`src/rtl/core/pcf_pkg.sv`:
```
// pcf_pkg: types, constants and CRC helpers shared by the PNG chunk framer.
// No dependencies; used by pcf_front, pcf_cmd_q, pcf_back and png_chunk_framer.
package pcf_pkg;

   localparam logic [31:0] CRC_POLY = 32'hEDB88320;
   localparam logic [31:0] CRC_INIT = 32'hFFFFFFFF;

   // Request action codes
   localparam logic ACT_START = 1'b0;
   localparam logic ACT_DATA  = 1'b1;

   typedef enum logic [1:0] {
      CMD_START = 2'd0,
      CMD_DATA  = 2'd1,
      CMD_ERR   = 2'd2
   } cmd_kind_type;

   // Classified work for the back end
   typedef struct packed {
      cmd_kind_type kind;
      logic         zero_len;   // start with no data bytes
      logic         last_data;  // data byte that closes the chunk
      logic [30:0]  length;
      logic [31:0]  ctype;
      logic [7:0]   data;
   } cmd_type;

   typedef struct packed {
      logic [7:0] out_byte;
      logic       run_last;
      logic       chunk_done;
      logic       error;
   } rsp_type;

   // Reflected CRC-32, one byte folded in
   function automatic logic [31:0] crc32_byte(input logic [31:0] crc, input logic [7:0] b);
      logic [31:0] c;
      c = crc ^ {24'd0, b};
      for (int i = 0; i < 8; i++) begin
         c = c[0] ? ((c >> 1) ^ CRC_POLY) : (c >> 1);
      end
      return c;
   endfunction

   // Big-endian byte pick: sel 0 gives bits 31..24
   function automatic logic [7:0] byte_of(input logic [31:0] w, input logic [1:0] sel);
      logic [7:0] r;
      case (sel)
         2'd0: r = w[31:24];
         2'd1: r = w[23:16];
         2'd2: r = w[15:8];
         default: r = w[7:0];
      endcase
      return r;
   endfunction

endpackage

```
`src/rtl/core/pcf_front.sv`:
```
// pcf_front: accepts request beats, tracks chunk sequencing, classifies each
// beat into a command for the back end. Depends on pcf_pkg.
module pcf_front (
   input  logic             clock,
   input  logic             reset,
   input  logic             req_push,
   output logic             req_full,
   input  logic             req_action,
   input  logic [30:0]      req_chunk_length,
   input  logic [31:0]      req_chunk_type,
   input  logic [7:0]       req_data_byte,
   input  logic             q_full,
   output logic             cmd_push,
   output pcf_pkg::cmd_type cmd
);

   logic        chunk_open_ff, chunk_open_in;
   logic [30:0] bytes_left_ff, bytes_left_in;
   logic [30:0] left_dec;
   logic        accept;

   assign req_full = q_full;
   assign accept   = req_push && !q_full;
   assign cmd_push = accept;
   assign left_dec = bytes_left_ff - 31'd1;

   always_comb begin
      chunk_open_in = chunk_open_ff;
      bytes_left_in = bytes_left_ff;
      cmd.kind      = pcf_pkg::CMD_ERR;
      cmd.zero_len  = (req_chunk_length == 31'd0);
      cmd.last_data = (left_dec == 31'd0);
      cmd.length    = req_chunk_length;
      cmd.ctype     = req_chunk_type;
      cmd.data      = req_data_byte;
      if (req_action == pcf_pkg::ACT_START) begin
         if (!chunk_open_ff) begin
            cmd.kind      = pcf_pkg::CMD_START;
            chunk_open_in = (req_chunk_length != 31'd0);
            bytes_left_in = req_chunk_length;
         end
      end else if (chunk_open_ff) begin
         cmd.kind      = pcf_pkg::CMD_DATA;
         chunk_open_in = (left_dec != 31'd0);
         bytes_left_in = left_dec;
      end
   end

   always_ff @(posedge clock) begin
      if (reset) begin
         chunk_open_ff <= 1'b0;
         bytes_left_ff <= '0;
      end else if (accept) begin
         chunk_open_ff <= chunk_open_in;
         bytes_left_ff <= bytes_left_in;
      end
   end

   a_err_no_change: assert property (@(posedge clock) disable iff (reset)
      accept && cmd.kind == pcf_pkg::CMD_ERR |=>
         $stable(chunk_open_ff) && $stable(bytes_left_ff))
      else $error("out-of-sequence beat changed chunk state");

   a_closed_empty: assert property (@(posedge clock) disable iff (reset)
      !chunk_open_ff |-> bytes_left_ff == 31'd0)
      else $error("closed chunk with bytes outstanding");

endmodule

```
`src/rtl/core/pcf_cmd_q.sv`:
```
// pcf_cmd_q: short command queue between front and back end.
// Depends on pcf_pkg for the command type.
module pcf_cmd_q #(
   parameter int DEPTH = 4
) (
   input  logic             clock,
   input  logic             reset,
   input  logic             push,
   input  pcf_pkg::cmd_type wr_cmd,
   output logic             full,
   input  logic             pop,
   output logic             head_valid,
   output pcf_pkg::cmd_type head
);

   localparam int PTR_W = $clog2(DEPTH);
   localparam int CNT_W = $clog2(DEPTH + 1);

   pcf_pkg::cmd_type   mem_ff [DEPTH];
   logic [PTR_W-1:0]   wr_ptr_ff, rd_ptr_ff;
   logic [CNT_W-1:0]   cnt_ff;
   logic               do_pop;

   assign full       = (cnt_ff == CNT_W'(DEPTH));
   assign head_valid = (cnt_ff != '0);
   assign head       = mem_ff[rd_ptr_ff];
   assign do_pop     = pop && head_valid;

   function automatic logic [PTR_W-1:0] wrap_inc(input logic [PTR_W-1:0] p);
      return (p == PTR_W'(DEPTH - 1)) ? '0 : p + 1'b1;
   endfunction

   always_ff @(posedge clock) begin
      if (push) begin
         mem_ff[wr_ptr_ff] <= wr_cmd;
      end
   end

   always_ff @(posedge clock) begin
      if (reset) begin
         wr_ptr_ff <= '0;
         rd_ptr_ff <= '0;
         cnt_ff    <= '0;
      end else begin
         if (push) wr_ptr_ff <= wrap_inc(wr_ptr_ff);
         if (do_pop) rd_ptr_ff <= wrap_inc(rd_ptr_ff);
         if (push && !do_pop) cnt_ff <= cnt_ff + 1'b1;
         else if (!push && do_pop) cnt_ff <= cnt_ff - 1'b1;
      end
   end

   a_no_overflow: assert property (@(posedge clock) disable iff (reset)
      push |-> !full)
      else $error("command queue written while full");

endmodule

```
`src/rtl/core/pcf_back.sv`:
```
// pcf_back: sequences each command into output bytes, keeps the running CRC,
// and holds a two-entry result queue. Depends on pcf_pkg.
module pcf_back (
   input  logic             clock,
   input  logic             reset,
   input  logic             cmd_valid,
   input  pcf_pkg::cmd_type cmd,
   output logic             cmd_pop,
   output logic             rsp_empty,
   input  logic             rsp_pop,
   output pcf_pkg::rsp_type rsp
);

   logic [3:0]       beat_ff, beat_in;
   logic [31:0]      crc_ff, crc_in;
   logic [31:0]      crc_word;
   logic [3:0]       dsel;
   logic [7:0]       tb;
   logic             finish, emit, space, do_pop;
   pcf_pkg::rsp_type beat;

   pcf_pkg::rsp_type mem_ff [2];
   logic             wr_ptr_ff, rd_ptr_ff;
   logic [1:0]       cnt_ff;

   assign crc_word = ~crc_ff;
   assign dsel     = beat_ff - 4'd1;
   assign tb       = pcf_pkg::byte_of(cmd.ctype, beat_ff[1:0]);

   // beat numbering: start 0-3 length, 4-7 type, 8-11 CRC;
   // data 0 byte, 1-4 CRC
   always_comb begin
      beat     = '0;
      finish   = 1'b0;
      crc_in   = crc_ff;
      case (cmd.kind)
         pcf_pkg::CMD_START: begin
            if (beat_ff < 4'd4) begin
               beat.out_byte = pcf_pkg::byte_of({1'b0, cmd.length}, beat_ff[1:0]);
            end else if (beat_ff < 4'd8) begin
               beat.out_byte = tb;
               crc_in = pcf_pkg::crc32_byte((beat_ff == 4'd4) ? pcf_pkg::CRC_INIT : crc_ff, tb);
               if (beat_ff == 4'd7) begin
                  beat.run_last = !cmd.zero_len;
                  finish        = !cmd.zero_len;
               end
            end else begin
               beat.out_byte = pcf_pkg::byte_of(crc_word, beat_ff[1:0]);
               if (beat_ff == 4'd11) begin
                  beat.run_last   = 1'b1;
                  beat.chunk_done = 1'b1;
                  finish          = 1'b1;
                  crc_in          = pcf_pkg::CRC_INIT;
               end
            end
         end
         pcf_pkg::CMD_DATA: begin
            if (beat_ff == 4'd0) begin
               beat.out_byte = cmd.data;
               crc_in        = pcf_pkg::crc32_byte(crc_ff, cmd.data);
               beat.run_last = !cmd.last_data;
               finish        = !cmd.last_data;
            end else begin
               beat.out_byte = pcf_pkg::byte_of(crc_word, dsel[1:0]);
               if (beat_ff == 4'd4) begin
                  beat.run_last   = 1'b1;
                  beat.chunk_done = 1'b1;
                  finish          = 1'b1;
                  crc_in          = pcf_pkg::CRC_INIT;
               end
            end
         end
         default: begin
            beat.error    = 1'b1;
            beat.run_last = 1'b1;
            finish        = 1'b1;
         end
      endcase
   end

   assign do_pop    = rsp_pop && (cnt_ff != 2'd0);
   assign space     = (cnt_ff != 2'd2) || do_pop;
   assign emit      = cmd_valid && space;
   assign cmd_pop   = emit && finish;
   assign beat_in   = finish ? 4'd0 : beat_ff + 4'd1;
   assign rsp_empty = (cnt_ff == 2'd0);
   assign rsp       = mem_ff[rd_ptr_ff];

   always_ff @(posedge clock) begin
      if (emit) begin
         mem_ff[wr_ptr_ff] <= beat;
      end
   end

   always_ff @(posedge clock) begin
      if (reset) begin
         beat_ff   <= '0;
         crc_ff    <= pcf_pkg::CRC_INIT;
         wr_ptr_ff <= 1'b0;
         rd_ptr_ff <= 1'b0;
         cnt_ff    <= '0;
      end else begin
         if (emit) begin
            beat_ff   <= beat_in;
            crc_ff    <= crc_in;
            wr_ptr_ff <= !wr_ptr_ff;
         end
         if (do_pop) rd_ptr_ff <= !rd_ptr_ff;
         if (emit && !do_pop) cnt_ff <= cnt_ff + 2'd1;
         else if (!emit && do_pop) cnt_ff <= cnt_ff - 2'd1;
      end
   end

   a_done_is_last: assert property (@(posedge clock) disable iff (reset)
      emit && beat.chunk_done |-> beat.run_last && finish)
      else $error("chunk_done beat does not end its command");

   a_pop_needs_emit: assert property (@(posedge clock) disable iff (reset)
      cmd_pop |-> cmd_valid && space)
      else $error("command retired without a beat");

   a_cnt_bound: assert property (@(posedge clock) disable iff (reset)
      cnt_ff != 2'd3)
      else $error("result queue count out of range");

endmodule

```
`src/rtl/core/png_chunk_framer.sv`:
```
// png_chunk_framer: top level of the PNG chunk framer with CRC-32.
// Depends on pcf_pkg, pcf_front, pcf_cmd_q and pcf_back.
//
// A start beat (action 0) emits the 4-byte big-endian length and the 4 type
// bytes, plus the 4 CRC bytes at once when the length is zero; a data beat
// (action 1) emits its byte, plus the 4 CRC bytes on the last byte of the
// chunk. Out-of-sequence beats give one error result and leave state alone.
// The front end accepts one request beat per cycle while its command queue
// (CMD_Q_DEPTH entries) has room; the back end emits one result byte per
// cycle while the result queue has room; a data beat gives 1 byte (5 when it
// closes the chunk), a start 8 or 12 bytes, an error 1. The two-beat result
// queue takes a new byte in the same cycle one is popped. No clearing pass after reset.
module png_chunk_framer #(
   parameter int CMD_Q_DEPTH = 4
) (
   input  logic        clock,
   input  logic        reset,
   input  logic        req_push,
   output logic        req_full,
   input  logic        req_action,
   input  logic [30:0] req_chunk_length,
   input  logic [31:0] req_chunk_type,
   input  logic [7:0]  req_data_byte,
   output logic        rsp_empty,
   input  logic        rsp_pop,
   output logic [7:0]  rsp_out_byte,
   output logic        rsp_run_last,
   output logic        rsp_chunk_done,
   output logic        rsp_error
);

   pcf_pkg::cmd_type wr_cmd, head;
   pcf_pkg::rsp_type rsp;
   logic             cmd_push, q_full, head_valid, cmd_pop;

   pcf_front u_front (
      .clock            (clock),
      .reset            (reset),
      .req_push         (req_push),
      .req_full         (req_full),
      .req_action       (req_action),
      .req_chunk_length (req_chunk_length),
      .req_chunk_type   (req_chunk_type),
      .req_data_byte    (req_data_byte),
      .q_full           (q_full),
      .cmd_push         (cmd_push),
      .cmd              (wr_cmd)
   );

   pcf_cmd_q #(
      .DEPTH (CMD_Q_DEPTH)
   ) u_cmd_q (
      .clock      (clock),
      .reset      (reset),
      .push       (cmd_push),
      .wr_cmd     (wr_cmd),
      .full       (q_full),
      .pop        (cmd_pop),
      .head_valid (head_valid),
      .head       (head)
   );

   pcf_back u_back (
      .clock     (clock),
      .reset     (reset),
      .cmd_valid (head_valid),
      .cmd       (head),
      .cmd_pop   (cmd_pop),
      .rsp_empty (rsp_empty),
      .rsp_pop   (rsp_pop),
      .rsp       (rsp)
   );

   assign rsp_out_byte   = rsp.out_byte;
   assign rsp_run_last   = rsp.run_last;
   assign rsp_chunk_done = rsp.chunk_done;
   assign rsp_error      = rsp.error;

endmodule

```
`config.mk`:
```
export PLATFORM = sky130hd
export DESIGN_NAME = png_chunk_framer
export DESIGN_NICKNAME = d
export VERILOG_FILES = /design/src/rtl/core/pcf_pkg.sv /design/src/rtl/core/pcf_front.sv /design/src/rtl/core/pcf_cmd_q.sv /design/src/rtl/core/pcf_back.sv /design/src/rtl/core/png_chunk_framer.sv
export SDC_FILE = /design/constraint.sdc
export NUM_CORES = 1
export LEC_CHECK = 0
export ABC_CLOCK_PERIOD_IN_PS = 3300
export BUFFER_PORTS_ARGS = -buffer_cell sky130_fd_sc_hd__buf_2
export CAP_MARGIN = 25
export CORE_MARGIN = 1
export CORE_UTILIZATION = 56
export CTS_CLUSTER_SIZE = 30
export DETAILED_ROUTE_END_ITERATION = 8
export PLACE_DENSITY = 0.77
export SLEW_MARGIN = 30
export SYNTH_ARGS = -nofsm -noshare
export SYNTH_HDL_FRONTEND = slang
export SYNTH_SLANG_ARGS = --single-unit
```
`constraint.sdc`:
```
create_clock -name clock -period 3.3 [get_ports clock]
set_input_delay 0.33 -clock clock [delete_from_list [all_inputs] [get_ports clock]]
set_output_delay 0.33 -clock clock [all_outputs]
set_load 0.02 [all_outputs]
```
After elaboration in Yosys (flattened, before gate mapping):

Memories as Yosys holds them, arrays and structs flattened. A register that Yosys moved wholly into a read port is not among the register bits.
Cells that the tools add are included.

* bits of input ports: 76
* register bits: 79
* memories: 2
* output and inout port bits: 13
* RAM bits: 322

* eq/ne operators: 16
* reductions and logical operators: 36
* order comparisons: 2
* muxes and demuxes: 69
* $add $sub $neg: 9
* bitwise operators: 19

Memories
* u_cmd_q.mem_ff: words 4, width 75, rd ports 1, clocked after Yosys merged registers in 1, write ports 1, RTL line pcf_cmd_q.sv:19 `pcf_pkg::cmd_type mem_ff [DEPTH];`
* u_back.mem_ff: words 2, width 11, rd ports 1, clocked after Yosys merged registers in 1, write ports 1, RTL line pcf_back.sv:22 `pcf_pkg::rsp_type mem_ff [2];`

Operators with widths (count)
* $mux W32: 21
* $not A13 Y14: 16
* $pmux W8 S3: 4
* $mux W31: 3
* $pmux W32 S2: 1
* $xor A32 B8 Y32: 2
* $logic_not A31 Y1: 2
* $reduce_bool A31 Y1: 2
* $not A32 Y32: 1
* $sub A31 B1 Y31 const B: 1
* $mux W2: 12
* $mux W1: 18
* $mux W9: 2
* $pmux W8 S2: 1
* $logic_and A1 B1 Y1: 9
* $logic_not A1 Y1: 9
* $eq A2 B2 Y1 const B: 4
* $eq A4 B3 Y1 const B: 2
* $logic_not A2 Y1: 4
* $mux W8: 1
* $reduce_bool A2 Y1: 4
* $add A2 B1 Y2 const B: 3
* $eq A2 B1 Y1 const B: 3
* $mux W3: 2
* 19 further kinds: 24

Longest topological paths before layout:

Gate-level depths: netlist of run 1.

* depth in word-level cells: 22
* gate-level depth with buffers: 15
* gate-level depth less buffers: 13

By module:

A second synthesis of run 1 with hierarchy kept.

* cells, all modules: 1550
* area, all modules: 20215.6 µm²

Modules (own cells, without submodules)
* pcf_cmd_q: sequential area each 9188.8 µm², cells an instance 435, area an instance 11267.1 µm², times used 1
* pcf_back: sequential area each 1481.4 µm², cells an instance 718, area an instance 6025.8 µm², times used 1
* pcf_front: sequential area each 640.6 µm², cells an instance 397, area an instance 2922.8 µm², times used 1

Worst setup path after synthesis of run 1:

OpenSTA, ideal clock, no wires.

* path kind: reg-to-reg
* start: register with a tool-made name
* end: register u_cmd_q.cnt_ff[2]
* stages on the path, launching flop included: 15
* data arrival time: 3.114 ns
* library setup time: 0.070 ns
* path slack: 0.116 ns
* clock period less this slack: 3.184 ns
* cell sequence: dfxtp_1 buf_6 buf_6 buf_6 mux4_2 a31oi_1 o21ai_0 and2_1 inv_1 ha_1 inv_1 fa_1 xor2_1 or3_1 a21oi_1

RTL lines
* end signal, assigned: RTL line pcf_cmd_q.sv:47 `if (push && !do_pop) cnt_ff <= cnt_ff + 1'b1;`
* end signal, assigned: RTL line pcf_cmd_q.sv:48 `else if (!push && do_pop) cnt_ff <= cnt_ff - 1'b1;`
* end, declared: RTL line pcf_cmd_q.sv:21 `logic [CNT_W-1:0] cnt_ff;`

==> results.md, run 1 <==
Timing:
- The final clock skew is about 15 ps.
- The total setup violations reported at the end of the flow is 0.
- The slew at the pin with the worst max-slew slack is ~920 ps.
- The number of pins with negative max-slew slack in the final report is 0.
- Setup repair after global routing could not meet its margin everywhere.
- Derived from the worst setup path, the maximum achievable clock frequency is 0.3131 GHz.
- For the finished layout, the period the worst path requires is roughly 3200 ps.
- The final sum of negative setup slack is 0 ps.
- The worst pin sits at a relative slew slack of 0.3856.
- The final worst-path cycle share is 0.9677.
- The number of hold-slack violations in the final timing report is 0.

Pwr:
- The completed layout was analyzed and its total power is between 0.02 and 0.025 W.
- Power spread over the standard cell area amounts to approximately 1100 nW/um^2.
- For this design the static power due to leakage is ~7.7 nW.
- VDD sags by at most roughly 0.74 mV.

GRT:
- The number of global-route vias before repair is roughly 13000.
- The number of antenna violations at the first check in global routing is 2.
- The maximum number of pins on one net before global-route repair is between 40 and 50.
- The first global-routing pass estimated about 73000 microns of wire.
- The global-route usage over all layers is 0.2718.
- Global routing finished with a remaining overflow of 0.

Detailed routing:
- For this run, design rule violations remaining after detail routing come to 0.
- In this run the remaining antenna-violating nets after routing total 0.
- Detailed routing inserted a total of roughly 13000 vias.
- Dividing the detail-routed wire length by the instance count gives 23.02 microns.
- The first routing iteration left 1169 violations.
- The via density per instance is between 6 and 7.
- The first TritonRoute pass finished after 6 iterations.
- The aggregate routed wire length is about 48000 microns.

Die:
- The die area is around 35000 sq um.
- The starting density of the core is 0.5714.
- In this run the vertical extent of the chip is about 190 microns.
- The area of the placeable core is between 30000 and 40000 sq um.
- During I/O placement, the number of pins put on the boundary was just under 90.
- In this run the horizontal extent of the chip is roughly 190 microns.
- After floorplanning, the core was divided into 67 placement rows.

Critical path:
- The category of the worst setup path launch point is a flop.
- The critical path in this run is classified as flop to flop.
- The capture instance of the worst register-to-register path is u_back.crc_ff[26].
- The worst setup path endpoint is u_back.crc_ff[26].
- The worst setup path is captured at a flop.
- The data arrival time of the critical path is 3630 ps.
- For flop-to-flop paths, the worst setup slack is 110 ps.
- The largest individual stage delay along the critical path comes from the cell sky130_fd_sc_hd__dfxtp_4.
- The signal on the critical path passes through buf_4, clkbuf_16, mux2_2, a221oi_2, a31oi_2, xnor2_4, buf_4, xnor2_1, buf_4, xnor2_1, xor2_1, o221ai_1, nand2_1.
- The most used cell along the critical path is sky130_fd_sc_hd__buf_4.
- The stage delay of the slowest cell on the critical path is about 460 ps.
- Counting cells, the worst reg-to-reg path comes to 13.
- The maximum fanout count along the critical path is 14.
- The critical path data required time is approximately 3700 ps.

Logic synthesis:
- The count of yosys warnings during synthesis is 0.
- For this run, the register share of the synthesized area comes to 0.5888.
- The unique cell type count in the Yosys netlist is 80.
- sky130_fd_sc_hd__edfxtp_1 is the most common cell in the netlist.
- Sorting the synthesized cells by area gives the leading types as sky130_fd_sc_hd__edfxtp_1 50%, sky130_fd_sc_hd__dfxtp_1 8.5%, sky130_fd_sc_hd__mux4_2 6.4%, sky130_fd_sc_hd__xnor2_1 4.2%, sky130_fd_sc_hd__nor2_1 2.4%.
- Counting flops with a built-in enable in the synthesized netlist gives ~320.
- The synthesized cell area is just under 20000 sq um.
- Sorting the synthesized cells by how often they occur yields 322 x sky130_fd_sc_hd__edfxtp_1, 121 x sky130_fd_sc_hd__nor2_1, 92 x sky130_fd_sc_hd__xnor2_1.
- The number of standard cells after synthesis is approximately 1400.
- The leading register cell type out of synthesis is sky130_fd_sc_hd__edfxtp_1.
- The simple logic cell fraction of the synthesized area is 0.07810.
- The fraction of post-synthesis cell area in the top cell type by area is 0.5034.
- Of the total synthesized cell area, the portion taken by XOR and XNOR cells is 0.08285.
- The number of nets handed over by synthesis was between 1500 and 2000.
- The register bit total from synthesis is roughly 400.
- The share of async-settable or async-resettable flops after synthesis is 0.
- The arithmetic-cell share of the synthesized area counting full adders, half adders and majority gates is 0.01211.
- Of the post-synthesis cell area, the part taken by muxes is 0.09803.
- After synthesis, the largest family of logic cells by area is compound AO/OA/AOI/OAI gates.
- The post-synthesis average cell area is 13.49 sq um.
- The post-synthesis cell type with the largest combined area is sky130_fd_sc_hd__edfxtp_1.
- The post-synthesis compound-gate area fraction is 0.1157.

Clocking:
- For this design, the sink count on the clock tree is approximately 400.
- At the later pin of the worst-skew pair, clock insertion delay measures about 550 ps.
- The level count of the clock H-tree is 2.
- TritonCTS built the clock tree.
- The master cell of the clock root buffer is sky130_fd_sc_hd__clkbuf_16.
- The clock transition at the registers of the reported paths is 60 ps.
- The number of buffers inserted during clock tree synthesis is 42.
- The number of buffers on the longest clock path is 3.

Place:
- The HPWL after detailed placement is 32510 microns.
- Once placement finished, the instance area stood at around 21000 sq um.
- The congestion estimate from routability-driven global placement came to a little over 0.9.
- The count of buffers added on input and output ports is 88.

Layout:
- The filler cells instantiated in the layout total approximately 2300.
- At the end of the flow, the number of nets in the layout was between 1500 and 2000.
- The ratio of cells with drive above 1 in the final layout is 0.2384.
- The final instance area is ~22000 sq um.
- From synthesis to final layout, the design area changed by 16.25%.

Hold path:
- The critical hold path startpoint is req_chunk_type[31].
- Counting instances, the worst hold path has a depth of 1.
- The kind of path behind the tightest hold check is input port to flop.

Run:
- Across the run, the number of max-cap violations was 0.

Outcome:
- The flow ran to the end, and the final reports show no timing, DRC or antenna violations.
==> routing by layer <==
layer / global-route usage / vias to the layer above / wire length (microns)
met5: 0 / - / 14
li1: - / 5824 / -
met2: 0.4648 / 533 / 23690
met4: 0.1050 / 2 / 1827
met3: 0.03358 / 121 / 3094
met1: 0.3554 / 6301 / 19060
==> worst min-delay path by stage <==
stage,endpoint
6_report,u_cmd_q.mem_ff[3][39]
3_5_place_dp,u_front.bytes_left_ff[30]
4_1_cts,u_cmd_q.mem_ff[1][29]
3_3_place_gp,u_front.bytes_left_ff[30]
5_1_grt,u_cmd_q.mem_ff[2][39]
2_1_floorplan,u_cmd_q.mem_ff[0][0]
==> state kept, by name, summed over array words and instances, names as in the netlist, named ones only <==
| register | cells |
|---|---|
| u_cmd_q.mem_ff | 300 |
| u_back.crc_ff | 32 |
| u_front.bytes_left_ff | 31 |
| u_back.mem_ff | 22 |
| u_back.beat_ff | 4 |
| u_cmd_q.cnt_ff | 3 |
| u_back.cnt_ff | 2 |
| u_cmd_q.rd_ptr_ff | 2 |
| u_cmd_q.wr_ptr_ff | 2 |
| u_back.rd_ptr_ff | 1 |
| u_back.wr_ptr_ff | 1 |
| u_front.chunk_open_ff | 1 |
==> worst max-delay path: cells and delay by family (launching register included) <==
| kind | cells | cell delay, ps |
|---|---|---|
| simple gates | 1 | 60 |
| buf+inv | 4 | 740 |
| compound gates | 3 | 680 |
| mux | 1 | 370 |
| xor+xnor | 4 | 770 |
| flops | 1 | 460 |
==> cell type report <==
type / instances / area (sq um) / share of cell area
diodes: 1 / 2.502 / 0.0001121
repair buffers: 209 / 1514 / 0.06779
multi-input cells: 916 / 7528 / 0.3371
clock buffers: 54 / 1127 / 0.05048
flip-flops and latches: 404 / 11320 / 0.5069
inverters: 21 / 78.83 / 0.003530
clock inverters: 19 / 200.2 / 0.008965
well taps: 448 / 560.5 / 0.02510
==> logic make-up after synthesis <==
group                    Yosys count
multiplexers                     111
AO/OA/AOI/OAI                    324
buffers and inverters            104
AND/OR/NAND/NOR                  315
flip-flops                       404
XOR/XNOR                         148
adder cells (fa/ha/maj)           18
==> what timing repair did <==
item                                    4_1_cts  5_1_grt
hold buffers                                 16        0
endpoints found under the setup margin        0       34
endpoints found under the hold margin        57        0
gates resized for setup                       0       13
buffers inserted                              0        8
==> per-stage QoR <==
stage / cells / worst slack, ps / utilization / hold WS [ps]
2_1_floorplan: 1424 / 115.9 / - / 428.9
3_3_place_gp: 1973 / 84.16 / 0.6145 / 467.0
3_5_place_dp: 1973 / 15.88 / 0.6145 / 479.4
4_1_cts: 2062 / 5.100 / 0.6587 / 0.8909
5_1_grt: 2072 / -6.112 / 0.6643 / 2.723
6_report: 2072 / 106.6 / 0.6643 / 11.58
==> power breakdown <==
group	leakage, nW	switching [W]	internal [W]	total, W
logic	3.41	0.00671	0.00625	0.0130
clock network	0.645	0.00194	0.00266	0.00460
registers	3.64	0.000622	0.00627	0.00690
==> cell usage in the layout, fill, tap and decap left out, drive strengths merged, types with 15 or more instances in the layout <==
cell type    instances
a211o               15
a211oi              23
a21oi               88
and2                16
buf                192
clkbuf              55
dfxtp               82
dlygate4sd3         16
edfxtp             322
ha                  17
inv                 22
mux2                32
mux2i               22
mux4                57
nand2               67
nand2b              20
nor2               121
nor2b               20
nor3                21
o21ai               46
o22ai               52
xnor2              113
xor2                34
Power figures use the tool's default switching activity.
==> run 2: changes to the inputs <==
==> constraint.sdc (replaced) <==
create_clock -name clock -period 3.3 [get_ports clock]
set_input_delay 0.66 -clock clock [delete_from_list [all_inputs] [get_ports clock]]
set_output_delay 0.66 -clock clock [all_outputs]
set_load 0.02 [all_outputs]
==> run 2 against run 1 <==
Design area is 0.62% lower. Clock skew grew 5.9 ps. Cell count down 1.2%. Largest cell class unchanged. Power is 0.69% higher. Non-clock buffer count decreased by 28. Critical endpoint is now u_back.crc_ff[28]. Die area did not move. Maximum frequency decreased by 2.2%. Sequential share of layout area increased by 0.31 points.
==> results.md, run 2 (synthesized netlist as in run 1, its figures left out) <==
Pwr:
- The largest vdd supply drop was 0.7946 mV (was 0.7439 mV).
- The static leakage power is 7.592 nW (was 7.690 nW).
- The power per cell area is 1110 nW/um^2 (was 1095 nW/um^2).

Die:
- The area of the placeable core is 33620 sq um (unchanged).
- The site row count is 67 (unchanged).
- The number of primary I/O pins is 89 (unchanged).
- The y dimension of the die was 187.2 microns (unchanged).
- The die extent in x is 187.2 microns (unchanged).
- The die area came to 35050 sq um (unchanged).
- The starting density of the core was 0.5714 (unchanged).

Layout:
- Registers with the highest flip-flop counts: u_cmd_q.mem_ff (300), u_back.crc_ff (32), u_front.bytes_left_ff (31) (unchanged).
- The count of antenna diodes in the layout is 0 (was 1).
- The final layout net count was 1660 (was 1688).
- The number of flip-flops in the largest register is 300 (unchanged).
- The final instance area is 22190 sq um (was 22330 sq um).
- Commonest cells after routing, fill and taps aside: 322 x sky130_fd_sc_hd__edfxtp_1, 119 x sky130_fd_sc_hd__nor2_1, 89 x sky130_fd_sc_hd__xnor2_1, 88 x sky130_fd_sc_hd__a21oi_1, 88 x sky130_fd_sc_hd__buf_2 (was 322 x sky130_fd_sc_hd__edfxtp_1, 120 x sky130_fd_sc_hd__nor2_1, 96 x sky130_fd_sc_hd__buf_4, 91 x sky130_fd_sc_hd__xnor2_1).
- The ratio of cells with drive above 1 in the final layout was 0.2408 (was 0.2384).
- The most common library cell in the layout ignoring fill and taps was sky130_fd_sc_hd__edfxtp_1 (unchanged).
- The register containing the most flip-flops in the final layout is u_cmd_q.mem_ff (unchanged).
- The fill cell instance count of the final layout was 2356 (was 2305).
- The final core area utilization is 0.6602 (was 0.6643).
- The area overhead of the layout relative to synthesis was 15.53% (was 16.25%).

Clocking:
- The master cell of the clock root buffer is sky130_fd_sc_hd__clkbuf_16 (unchanged).
- The latest clock arrival within the worst-skew pair is 560 ps (was 550 ps).
- The number of sinks on the clock net is 404 (unchanged).
- The clock transition at the registers of the reported paths is 60 ps (about the same).
- The CTS tree is done (unchanged).
- The level count of the clock H-tree came to 2 (unchanged).
- The number of buffers inserted during clock tree synthesis was 42 (unchanged).
- The number of buffers on the longest clock path is 3 (unchanged).

Critical path:
- The capture instance of the worst register-to-register path is u_back.crc_ff[28] (was u_back.crc_ff[26]).
- The category of the worst setup path launch point is a flop (unchanged).
- The critical path data required time came to 3740 ps (was 3730 ps).
- The internal reg-to-reg setup slack is 40 ps (was 110 ps).
- The type of the worst setup path is flop to flop (unchanged).
- The data arrival time of the critical path is 3700 ps (was 3630 ps).
- The depth of the worst register-to-register path is 10 (was 13).
- The sort of element at the end of the critical path is a flop (unchanged).
- The maximum fanout count along the critical path was 15 (was 14).

Timing:
- The number of pins with negative max-slew slack in the final report was 0 (unchanged).
- The worst hold slack is 319.7 ps (was 11.58 ps).
- The total setup violations reported at the end of the flow is 0 (unchanged).
- The slew at the pin with the worst max-slew slack is 803.5 ps (was 921.6 ps).
- The final sum of negative setup slack was 0 ps (unchanged).
- The final clock skew is 20.85 ps (was 15.00 ps).
- The minimum period implied by the final worst setup slack came to 3265 ps (was 3193 ps).
- The tightest slew margin relative to the limit is 0.4643 (was 0.3856).
- The number of hold-slack violations in the final timing report came to 0 (unchanged).
- The highest achievable clock rate was 0.3063 GHz (was 0.3131 GHz).
- The final worst-path cycle share is 0.9893 (was 0.9677).

GRT:
- The met3 track demand over resource is 0.04522 (was 0.03358).
- The global-route wire length before repair is 74530 microns (was 73030 microns).
- The total overflow reported by the global router is 0 (unchanged).
- The global-route usage over all layers is 0.2775 (was 0.2718).
- The number of antenna violations at the first check in global routing was 1 (was 2).
- The number of global-route vias before repair is 12910 (was 12800).
- The met2 track demand over resource is 0.4703 (was 0.4648).
- The maximum number of pins on one net before global-route repair is 76 (was 49).
- The global routing's busiest layer is met2 (unchanged).
- The met1 usage in global routing is 0.3581 (was 0.3554).

Hold path:
- The kind of path behind the tightest hold check is input port to flop (unchanged).
- The worst hold path stage count is 1 (unchanged).
- The critical hold path startpoint was req_chunk_type[24] (was req_chunk_type[31]).
- The terminating pin of the worst hold path is u_cmd_q.mem_ff[0][32] (was u_cmd_q.mem_ff[3][39]).

Detailed routing:
- The aggregate routed wire length is 48550 microns (was 47690 microns).
- The number of search-and-repair iterations in the first detailed-routing pass is 6 (unchanged).
- The violation count after the first detailed-routing iteration is 1202 (was 1169).
- The number of antenna-violating nets in the routed design came to 0 (unchanged).
- The remaining design rule violation count is 0 (unchanged).
- The via density per instance is 6.288 (was 6.168).
- The count of vias placed by the detailed router is 12870 (was 12780).
- The detail-routed net length per standard cell is 23.72 microns (was 23.02 microns).

Place:
- The weighted congestion reported at the end of routability-driven placement is 0.9353 (was 0.9335).
- The instance area after placement came to 20600 sq um (was 20660 sq um).
- The HPWL after detailed placement came to 32170 microns (was 32510 microns).
- The number of port buffers came to 88 (unchanged).

Outcome:
- Outcome: completed (unchanged).

Run:
- The max capacitance violation total is 0 (unchanged).
-- run 2: power by group --
group / total [W] / switching (W) / internal [W]
logic: 0.0129 / 0.00674 / 0.00618
registers: 0.00692 / 0.000643 / 0.00627
clock network: 0.00479 / 0.00198 / 0.00280
-- run 2: layout make-up --
type	count	area, sq um	share of cell area
inverter	21	78.83	0.003552
tap	448	560.5	0.02526
sequential	404	11320	0.5100
clock inverter	23	276.5	0.01246
multi-input combinational	916	7561	0.3407
clock buffer	54	1116	0.05029
timing repair buffer	181	1281	0.05773
-- run 2: what timing repair did --
item / in CTS / in global routing
resized for setup: 1 / 18
buffers inserted: 0 / 4
setup endpoints to repair: 1 / 25
cloned: 0 / 2
hold buffers: 0 / 0
pin swaps: 0 / 9
-- run 2: worst max-delay path: stages (launching register included) --
cell and delay [ps]:
sky130_fd_sc_hd__dfxtp_4 500, sky130_fd_sc_hd__buf_16 220, sky130_fd_sc_hd__mux2_4 310, sky130_fd_sc_hd__a222oi_1 460, sky130_fd_sc_hd__a31oi_2 290, sky130_fd_sc_hd__xnor2_4 360
sky130_fd_sc_hd__xnor2_4 160, sky130_fd_sc_hd__buf_4 170, sky130_fd_sc_hd__xnor2_2 260, sky130_fd_sc_hd__a211oi_1 120, sky130_fd_sc_hd__a211o_1 290
-- run 2: worst max path at each step --
stage / startpoint / to / slack (ps) / depth (start not counted)
6_report: flop / u_back.crc_ff[28] / 40 / 10
2_1_floorplan: flop / u_cmd_q.cnt_ff[2] / 120 / 14
3_3_place_gp: flop / u_back.crc_ff[25] / 100 / 10
3_5_place_dp: u_back.beat_ff[0] / u_back.crc_ff[25] / -40 / 11
5_1_grt: flop / u_back.crc_ff[28] / -60 / 10
4_1_cts: flop / u_cmd_q.cnt_ff[2] / 1 / 12
-- run 2: per-stage QoR --
stage / total power [W] / instances / setup WS (ps)
floorplan: 0.01576 / 1424 / 115.9
global placement: 0.01907 / 1964 / 101.1
detailed placement: 0.01925 / 1964 / -36.53
CTS: 0.02409 / 2041 / 1.334
global route: 0.02585 / 2047 / -62.67
finish: 0.02463 / 2047 / 35.32
-- run 2: routing by layer --
| metal | vias up | wire length (microns) | share of wire |
|---|---|---|---|
| met5 | - | 13 | 0.00027 |
| met4 | 2 | 1941 | 0.040 |
| met3 | 122 | 3412 | 0.070 |
| met2 | 577 | 24070 | 0.50 |
| met1 | 6398 | 19120 | 0.39 |
| li1 | 5772 | - | - |
